<file path="src/rtl/pof_pkg.sv">
// pof_pkg: shared types for the prime / Fibonacci classifier.
// Command and status groups passed between pof_ctrl and pof_dp.
// No dependencies.
`default_nettype none

package pof_pkg;

	// Commands from the controller to the datapath
	typedef struct packed {
		logic load;        // capture a new item and initialise the iterators
		logic step_fib;    // advance the Fibonacci pair by one term
		logic start_rem;   // launch a remainder n % d
		logic next_div;    // move to the next trial divisor
		logic set_verdict; // write the result register
		logic verdict_bit; // value written on set_verdict
	} cmd_t;

	// Status from the datapath to the controller
	typedef struct packed {
		logic sel_fib;   // item asks for the Fibonacci test
		logic neg;       // value is negative
		logic lt2;       // magnitude below two
		logic sq_gt_n;   // d*d exceeds n, no divisor left to try
		logic a_ge_n;    // Fibonacci term has reached or passed n
		logic a_eq_n;    // Fibonacci term equals n
		logic rem_busy;  // remainder unit still iterating
		logic rem_zero;  // last remainder was zero
	} status_t;

endpackage

`default_nettype wire

</file>
<file path="src/rtl/pof_rem.sv">
// pof_rem: bit-serial restoring remainder unit, one dividend bit per cycle.
// Computes dividend % divisor over the VALUE_WIDTH-1 dividend bits; divisor held by caller.
// No package dependencies.
`default_nettype none

module pof_rem #(
	parameter int VALUE_WIDTH = 32
) (
	input  wire logic                   clk,
	input  wire logic                   arst_n,
	input  wire logic                   start,
	input  wire logic [VALUE_WIDTH-2:0] dividend,
	input  wire logic [VALUE_WIDTH-1:0] divisor,
	output logic                        busy,
	output logic                        rem_zero
);

	localparam int CntW = $clog2(VALUE_WIDTH);

	logic                   busy_q;
	logic [CntW-1:0]        cnt_q;
	logic [VALUE_WIDTH-2:0] dvd_q;
	logic [VALUE_WIDTH-1:0] rem_q;
	logic [VALUE_WIDTH:0]   shifted;
	logic [VALUE_WIDTH:0]   diff;
	logic                   fits;

	assign shifted = {rem_q, dvd_q[VALUE_WIDTH-2]};
	assign diff    = shifted - {1'b0, divisor};
	assign fits    = shifted >= {1'b0, divisor};

	always_ff @(posedge clk or negedge arst_n) begin
		if (!arst_n) begin
			busy_q <= 1'b0;
			cnt_q  <= '0;
		end else if (start) begin
			busy_q <= 1'b1;
			cnt_q  <= CntW'(VALUE_WIDTH - 1);
		end else if (busy_q) begin
			cnt_q <= cnt_q - 1'b1;
			if (cnt_q == CntW'(1))
				busy_q <= 1'b0;
		end
	end

	always_ff @(posedge clk) begin
		if (start) begin
			rem_q <= '0;
			dvd_q <= dividend;
		end else if (busy_q) begin
			rem_q <= fits ? diff[VALUE_WIDTH-1:0] : shifted[VALUE_WIDTH-1:0];
			dvd_q <= {dvd_q[VALUE_WIDTH-3:0], 1'b0};
		end
	end

	assign busy     = busy_q;
	assign rem_zero = (rem_q == '0);

endmodule

`default_nettype wire

</file>
<file path="src/rtl/pof_dp.sv">
// pof_dp: datapath of the classifier: operand, trial divisor and its square,
// Fibonacci pair, remainder unit and result register. Uses pof_pkg, pof_rem.
`default_nettype none

module pof_dp
	import pof_pkg::*;
#(
	parameter int VALUE_WIDTH = 32
) (
	input  wire logic                   clk,
	input  wire logic                   arst_n,
	input  wire logic                   test_select,
	input  wire logic [VALUE_WIDTH-1:0] value,
	input  wire cmd_t                   cmd,
	output status_t                     st,
	output logic                        verdict
);

	logic                   sel_q;
	logic                   neg_q;
	logic [VALUE_WIDTH-2:0] n_q;
	logic [VALUE_WIDTH-1:0] d_q;
	logic [VALUE_WIDTH:0]   sq_q;   // always d_q * d_q
	logic [VALUE_WIDTH:0]   a_q;
	logic [VALUE_WIDTH:0]   b_q;
	logic                   verdict_q;
	logic [VALUE_WIDTH:0]   n_ext;
	logic                   rem_busy;
	logic                   rem_zero;

	assign n_ext = {2'b00, n_q};

	always_ff @(posedge clk) begin
		if (cmd.load) begin
			sel_q <= test_select;
			neg_q <= value[VALUE_WIDTH-1];
			n_q   <= value[VALUE_WIDTH-2:0];
			d_q   <= VALUE_WIDTH'(2);
			sq_q  <= (VALUE_WIDTH + 1)'(4);
			a_q   <= '0;
			b_q   <= (VALUE_WIDTH + 1)'(1);
		end else begin
			if (cmd.next_div) begin
				// (d+1)^2 = d^2 + 2d + 1
				d_q  <= d_q + 1'b1;
				sq_q <= sq_q + {d_q, 1'b1};
			end
			if (cmd.step_fib) begin
				a_q <= b_q;
				b_q <= a_q + b_q;
			end
		end
		if (cmd.set_verdict)
			verdict_q <= cmd.verdict_bit;
	end

	pof_rem #(
		.VALUE_WIDTH(VALUE_WIDTH)
	) u_rem (
		.clk      (clk),
		.arst_n   (arst_n),
		.start    (cmd.start_rem),
		.dividend (n_q),
		.divisor  (d_q),
		.busy     (rem_busy),
		.rem_zero (rem_zero)
	);

	always_comb begin
		st.sel_fib  = sel_q;
		st.neg      = neg_q;
		st.lt2      = (n_q < (VALUE_WIDTH - 1)'(2));
		st.sq_gt_n  = (sq_q > n_ext);
		st.a_ge_n   = (a_q >= n_ext);
		st.a_eq_n   = (a_q == n_ext);
		st.rem_busy = rem_busy;
		st.rem_zero = rem_zero;
	end

	assign verdict = verdict_q;

endmodule

`default_nettype wire

</file>
<file path="src/rtl/pof_ctrl.sv">
// pof_ctrl: sequencing state machine and handshakes for the classifier.
// Drives pof_dp through cmd_t and reads its status_t. Uses pof_pkg.
`default_nettype none

module pof_ctrl
	import pof_pkg::*;
(
	input  wire logic clk,
	input  wire logic arst_n,
	input  wire logic item_valid,
	output logic      item_stall,
	output logic      result_valid,
	input  wire logic result_stall,
	input  wire status_t st,
	output cmd_t      cmd
);

	typedef enum logic [2:0] {
		S_IDLE  = 3'b001,
		S_CHECK = 3'b010,
		S_DIV   = 3'b100
	} state_t;

	state_t state_q, state_d;
	logic   out_valid_q;
	logic   out_free;

	// Result register is free if empty or being taken this cycle
	assign out_free = !out_valid_q || !result_stall;

	always_comb begin
		cmd     = '0;
		state_d = state_q;
		unique case (state_q)
			S_IDLE: begin
				if (item_valid) begin
					cmd.load = 1'b1;
					state_d  = S_CHECK;
				end
			end
			S_CHECK: begin
				if (st.sel_fib) begin
					if (st.neg || st.a_ge_n) begin
						if (out_free) begin
							cmd.set_verdict = 1'b1;
							cmd.verdict_bit = !st.neg && st.a_eq_n;
							state_d         = S_IDLE;
						end
					end else begin
						cmd.step_fib = 1'b1;
					end
				end else if (st.neg || st.lt2 || st.sq_gt_n) begin
					if (out_free) begin
						cmd.set_verdict = 1'b1;
						cmd.verdict_bit = !st.neg && !st.lt2;
						state_d         = S_IDLE;
					end
				end else begin
					cmd.start_rem = 1'b1;
					state_d       = S_DIV;
				end
			end
			S_DIV: begin
				if (!st.rem_busy) begin
					if (st.rem_zero) begin
						// divisor found: composite
						if (out_free) begin
							cmd.set_verdict = 1'b1;
							cmd.verdict_bit = 1'b0;
							state_d         = S_IDLE;
						end
					end else begin
						cmd.next_div = 1'b1;
						state_d      = S_CHECK;
					end
				end
			end
			default: state_d = S_IDLE;
		endcase
	end

	always_ff @(posedge clk or negedge arst_n) begin
		if (!arst_n) begin
			state_q     <= S_IDLE;
			out_valid_q <= 1'b0;
		end else begin
			state_q <= state_d;
			if (cmd.set_verdict)
				out_valid_q <= 1'b1;
			else if (!result_stall)
				out_valid_q <= 1'b0;
		end
	end

	assign item_stall   = (state_q != S_IDLE);
	assign result_valid = out_valid_q;

`ifndef SYNTHESIS
	a_no_overwrite: assert property (@(posedge clk) disable iff (!arst_n)
		cmd.set_verdict |-> (!out_valid_q || !result_stall))
		else $error("result register overwritten before transfer");
	a_rem_wait: assert property (@(posedge clk) disable iff (!arst_n)
		cmd.start_rem |=> (state_q == S_DIV) && st.rem_busy)
		else $error("remainder unit not running after start");
	a_next_nonzero: assert property (@(posedge clk) disable iff (!arst_n)
		cmd.next_div |-> (!st.rem_zero && !st.rem_busy))
		else $error("divisor advanced on zero or pending remainder");
	a_result_hold: assert property (@(posedge clk) disable iff (!arst_n)
		(out_valid_q && result_stall) |=> out_valid_q && !$past(cmd.set_verdict))
		else $error("pending result lost or replaced");
`endif

endmodule

`default_nettype wire

</file>
<file path="src/rtl/prime_or_fibonacci_test_top.sv">
// Classifier of one signed integer: trial-division primality or Fibonacci
// membership. Input channel: item_valid / item_stall with test_select and
// value (two's complement, VALUE_WIDTH bits). Output channel: result_valid /
// result_stall with verdict, one result per item, in order.
// An item is taken only while the block is idle; the next is taken as soon
// as its result is in the output register, so a waiting result does not
// hold up the input side. A finished item waits in its state until the
// output register is empty or being taken.
// Primality: each trial divisor takes one run of the bit-serial remainder
// unit plus the control states S_CHECK and S_DIV; trial divisors run from
// 2 up to floor(sqrt(n)). Negative values and values below two finish
// without a remainder run.
// Fibonacci: one term per cycle until the term reaches or passes n.
// A stalled result holds verdict and result_valid. Reset clears the
// controller and the output valid; no state is kept between items.
`default_nettype none

module prime_or_fibonacci_test_top
	import pof_pkg::*;
#(
	parameter int VALUE_WIDTH = 32
) (
	input  wire logic                   clk,
	input  wire logic                   arst_n,
	input  wire logic                   item_valid,
	output logic                        item_stall,
	input  wire logic                   test_select,
	input  wire logic [VALUE_WIDTH-1:0] value,
	output logic                        result_valid,
	input  wire logic                   result_stall,
	output logic                        verdict
);

	cmd_t    cmd;
	status_t st;

	pof_ctrl u_ctrl (
		.clk          (clk),
		.arst_n       (arst_n),
		.item_valid   (item_valid),
		.item_stall   (item_stall),
		.result_valid (result_valid),
		.result_stall (result_stall),
		.st           (st),
		.cmd          (cmd)
	);

	pof_dp #(
		.VALUE_WIDTH(VALUE_WIDTH)
	) u_dp (
		.clk         (clk),
		.arst_n      (arst_n),
		.test_select (test_select),
		.value       (value),
		.cmd         (cmd),
		.st          (st),
		.verdict     (verdict)
	);

endmodule

`default_nettype wire

</file>
<file path="config.mk">
export PLATFORM = sky130hd
export DESIGN_NAME = prime_or_fibonacci_test_top
export DESIGN_NICKNAME = d
export VERILOG_FILES = /design/src/rtl/pof_pkg.sv /design/src/rtl/pof_rem.sv /design/src/rtl/pof_dp.sv /design/src/rtl/pof_ctrl.sv /design/src/rtl/prime_or_fibonacci_test_top.sv
export SDC_FILE = /design/constraint.sdc
export NUM_CORES = 1
export LEC_CHECK = 0
export ABC_AREA = 0
export BUFFER_PORTS_ARGS = -buffer_cell sky130_fd_sc_hd__buf_2
export CORE_ASPECT_RATIO = 0.5
export CORE_MARGIN = 2
export CORE_UTILIZATION = 35
export CTS_BUF_LIST = sky130_fd_sc_hd__clkbuf_16
export DETAILED_ROUTE_END_ITERATION = 8
export SLEW_MARGIN = 20
export SYNTH_ARGS = -nofsm -noshare
export SYNTH_HDL_FRONTEND = slang
export SYNTH_SLANG_ARGS = --single-unit
</file>
<file path="constraint.sdc">
create_clock -name clk -period 4.65 [get_ports clk]
set_input_delay 0.93 -clock clk [delete_from_list [all_inputs] [get_ports clk]]
set_output_delay 0.93 -clock clk [all_outputs]
set_load 0.02 [all_outputs]
</file>
==> summary.md <==
| Metric | Value |
|---|---|
| Dominant cell type by area after synthesis | `dfxtp_1` |
| Comb pwr share | `0.377` |
| Most frequent cells in the layout | `nor2_1 (176), nand2_1 (166), dfxtp_1 (163)` |
| Non-Filler Instances | `2382` |
| Core area | `roughly 43000 sq um` |
| Worst-case clock buffer depth | `3` |
| Cell row count | `54` |
| Power Internal | `between 4 and 5 mW` |
| CTS H-tree lvls | `1` |
| Top FF cell, synth | `dfxtp_1` |
| Area share of the largest cell type after synthesis | `0.214` |
| # IOs | `40` |
| CTS tree | `yes` |
| Die Wd | `around 300 microns` |
| Top cells by area, synth | `dfxtp_1 (21%), ha_1 (13%), edfxtp_1 (13%)` |
| Met2 GRT Util | `0.262` |
| PortBufs | `39` |
| Gr usage total | `0.163` |
| Reg area | `5470 sq um` |
| CP endpoint kind | `flop` |
| Layout fillers | `between 4000 and 5000` |
| Fin crit period | `3.52 ns` |
| Post-CTS setup buffer count | `0` |
| Status | `finished, final reports clean` |
| Register area share after synthesis | `0.358` |
| Synthesized Nets | `~2000` |
| Max_cap viols | `0` |
| Placed cell areas | `between 15000 and 20000 sq um` |
| Flop-to-flop setup slack | `around 1.1 ns` |
| WP buf/inv | `2` |
| Dpl cells | `2335` |
| Synth-to-layout area growth | `10.3%` |
| GRT busiest layer | `met2` |
| Global route overflow | `0` |
| Final setup viols | `0` |
| Skew-Pair Late Insertion Delay | `0.57 ns` |
| First-pass GRT wire length | `59.9 mm` |
| Leading cell type in the layout, fill and taps excluded | `nor2_1` |
| Clock skew | `between 0.03 and 0.04 ns` |
| Final Hold Fails | `0` |
| Reg power frac | `0.369` |
| P per Cell Area | `448 nW/um^2` |
| Clk sinks | `238` |
| Final period util | `0.757` |
| Cell Area, Synth | `between 15000 and 20000 sq um` |
| Vias in the first global route | `11430` |
| Fraction of registers with async set or reset after synthesis | `0.0420` |
| Leakage power | `between 7 and 8 nW` |
| Maximum vdd drop | `about 260 uV` |
| Hold crit path type | `primary input to asynchronous set/reset pin` |
| DR iter-0 viols | `a little over 800` |
| Die H | `~150 microns` |
| Met1 usage | `0.232` |
| Worst-path cell chain | `inv_1, ha_1, a21o_1, a21o_1, a211o_1, a221oi_1, o211a_1, a41oi_1, or4_2, buf_4, nand2_1, o21ai_0` |
| Post_cts resized | `0` |
| Worst r2r dst | `u_dp.u_rem.dvd_q[6]$_DFFE_PP_` |
| Cts-stage hold buffer count | `0` |
| ANT nets after route | `0` |
| CP max FO | `between 50 and 60` |
| Clock Tree Root | `clkbuf_16` |
| Register bit total from synthesis | `approximately 240` |
| Design area | `approximately 17000 sq um` |
| Crit-path max cell delay | `0.69 ns` |
| Initial Util | `0.353` |
| Clk slew on worst S/H paths | `roughly 0.070 ns` |
| Layout cell share with drive strength beyond 1 | `0.0585` |
| CP max stage cell | `or4_2` |
| Setup CP Type | `flop to flop` |
| Post-Route WL | `~37 mm` |
| Ys Warns | `0` |
| Sw power | `roughly 2.9 mW` |
| Final TNS setup | `0 ns` |
| GPL Wtd Cong | `~0.87` |
| Met3 GRT Util | `0.0210` |
| Fmax | `0.284 GHz` |
| Post-synthesis instance total | `about 1800` |
| Max-slew violation count | `0` |
| Footprint of the multi-input gates | `9210 sq um` |
| Via count | `12287` |
| Initial antenna violation count | `0` |
| Post-synth EDFFs | `65` |
| Clk pwr share | `0.255` |
| Dpl hpwl | `around 28 mm` |
| DIE AREA | `45400 sq um` |
| # diodes | `0` |
| Drt pass-1 iters | `4` |
| # DRC | `0` |
| CTS Buf Count | `27` |
| Mean Syn Cell Area | `slightly below 9 sq um` |
| Unique masters post-synth | `between 70 and 80` |
| Max_slew headroom | `0.482` |
| Final #Nets | `1976` |
| Crit path DAT | `~3.8 ns` |
| Worst Tran Pin Value | `about 0.76 ns` |
| RSZ-0062 raised after global routing | `false` |
| CP delay by family, top | `compound AO/OA/AOI/OAI gates` |
| Routed WL per cell | `around 15 microns` |
| Worst EP required | `about 4.9 ns` |
| Drt via density | `between 5 and 6` |
| Switch share | `0.378` |
| Most used cell, CP | `a21o_1` |
| Path depth of the worst reg2reg path | `12` |
| Pin count of the biggest net entering global routing | `~70` |
| Startpoint class of the critical path | `flop` |
| Worst reg2reg path startpoint | `u_dp.n_q[6]$_DFFE_PP_` |
-- cell usage after synthesis (23+ instances only) --
library cell	count
clkbuf_1	36
nand4_1	27
nor2b_1	26
edfxtp_1	65
nand3_1	43
nor4_1	23
a21o_1	58
nand2_1	166
nor2_1	177
nor3_1	25
mux2i_1	67
o21ai_0	93
a21oi_1	162
xnor2_1	89
inv_1	87
dfxtp_1	163
xor2_1	26
ha_1	160
-- registers in the layout (all words and copies together) (netlist names) --
name and cells:
u_dp.b_q 33, u_dp.sq_q 33, u_dp.n_q 31, u_dp.a_q 33
u_dp.u_rem.cnt_q 5, u_dp.u_rem.rem_q 32, u_dp.neg_q 1, u_ctrl.result_valid 1
u_dp.verdict 1, u_dp.u_rem.dvd_q 31, u_ctrl.state_q 3, u_dp.sel_q 1
u_dp.u_rem.busy 1, u_dp.d_q 32
-- power by group through the flow --
stage	logic (mW)	clock network, mW	registers [mW]
after global placement	2.83	0	2.83
after detailed placement	2.84	0	2.82
after CTS	2.86	1.98	2.78
final	2.85	1.93	2.79
after global routing	3.23	2.05	2.83
after floorplan	2.29	0	2.72
-- worst max-delay path by stage --
stage / endpoint / slack [ns] / cells after the start / start
final: u_dp.u_rem.dvd_q[6]$_DFFE_PP_ / 1.13 / 12 / u_dp.n_q[6]$_DFFE_PP_
after global routing: u_dp.u_rem.dvd_q[6]$_DFFE_PP_ / 0.91 / 13 / u_dp.n_q[3]$_DFFE_PP_
after CTS: u_dp.u_rem.dvd_q[30]$_DFFE_PP_ / 1.13 / 13 / u_dp.n_q[3]$_DFFE_PP_
after detailed placement: u_dp.u_rem.dvd_q[6]$_DFFE_PP_ / 1.14 / 12 / u_dp.n_q[6]$_DFFE_PP_
after global placement: u_dp.u_rem.dvd_q[6]$_DFFE_PP_ / 1.22 / 12 / u_dp.n_q[6]$_DFFE_PP_
after floorplan: u_dp.u_rem.dvd_q[0]$_SDFFCE_PN0P_ / 1.01 / 13 / u_dp.n_q[3]$_DFFE_PP_
-- stage by stage --
stage	hold slack, ns	total power [mW]	worst slack (ns)	util
2_1_floorplan	0.453	5.00	1.01	-
3_3_place_gp	0.467	5.66	1.22	0.372
3_5_place_dp	0.475	5.67	1.14	0.372
4_1_cts	0.202	7.62	1.13	0.389
5_1_grt	0.221	8.12	0.908	0.389
6_report	0.219	7.56	1.13	0.389
-- cells by family after synthesis --
kind of cell | after synthesis | synth area share
compound gates | 460 | 0.185
simple gates | 561 | 0.171
buf+inv | 148 | 0.0404
mux | 68 | 0.0446
xor+xnor | 115 | 0.0659
fa+ha+maj | 163 | 0.135
flops | 238 | 0.358
-- cell type report --
class                      count  share of cell area
tap                          588              0.0436
clock inverter                20             0.00571
multi-input combinational   1367               0.546
sequential                   238               0.324
clock buffer                  27              0.0401
timing repair buffer          54              0.0205
inverter                      88              0.0197
-- routing by layer --
metal	vias to the layer above	wire length [microns]
met5	-	0
met3	51	1390
met1	5708	18800
li1	6366	-
met2	162	16000
met4	0	709
Note: power is estimated with default switching activity, not from simulation.
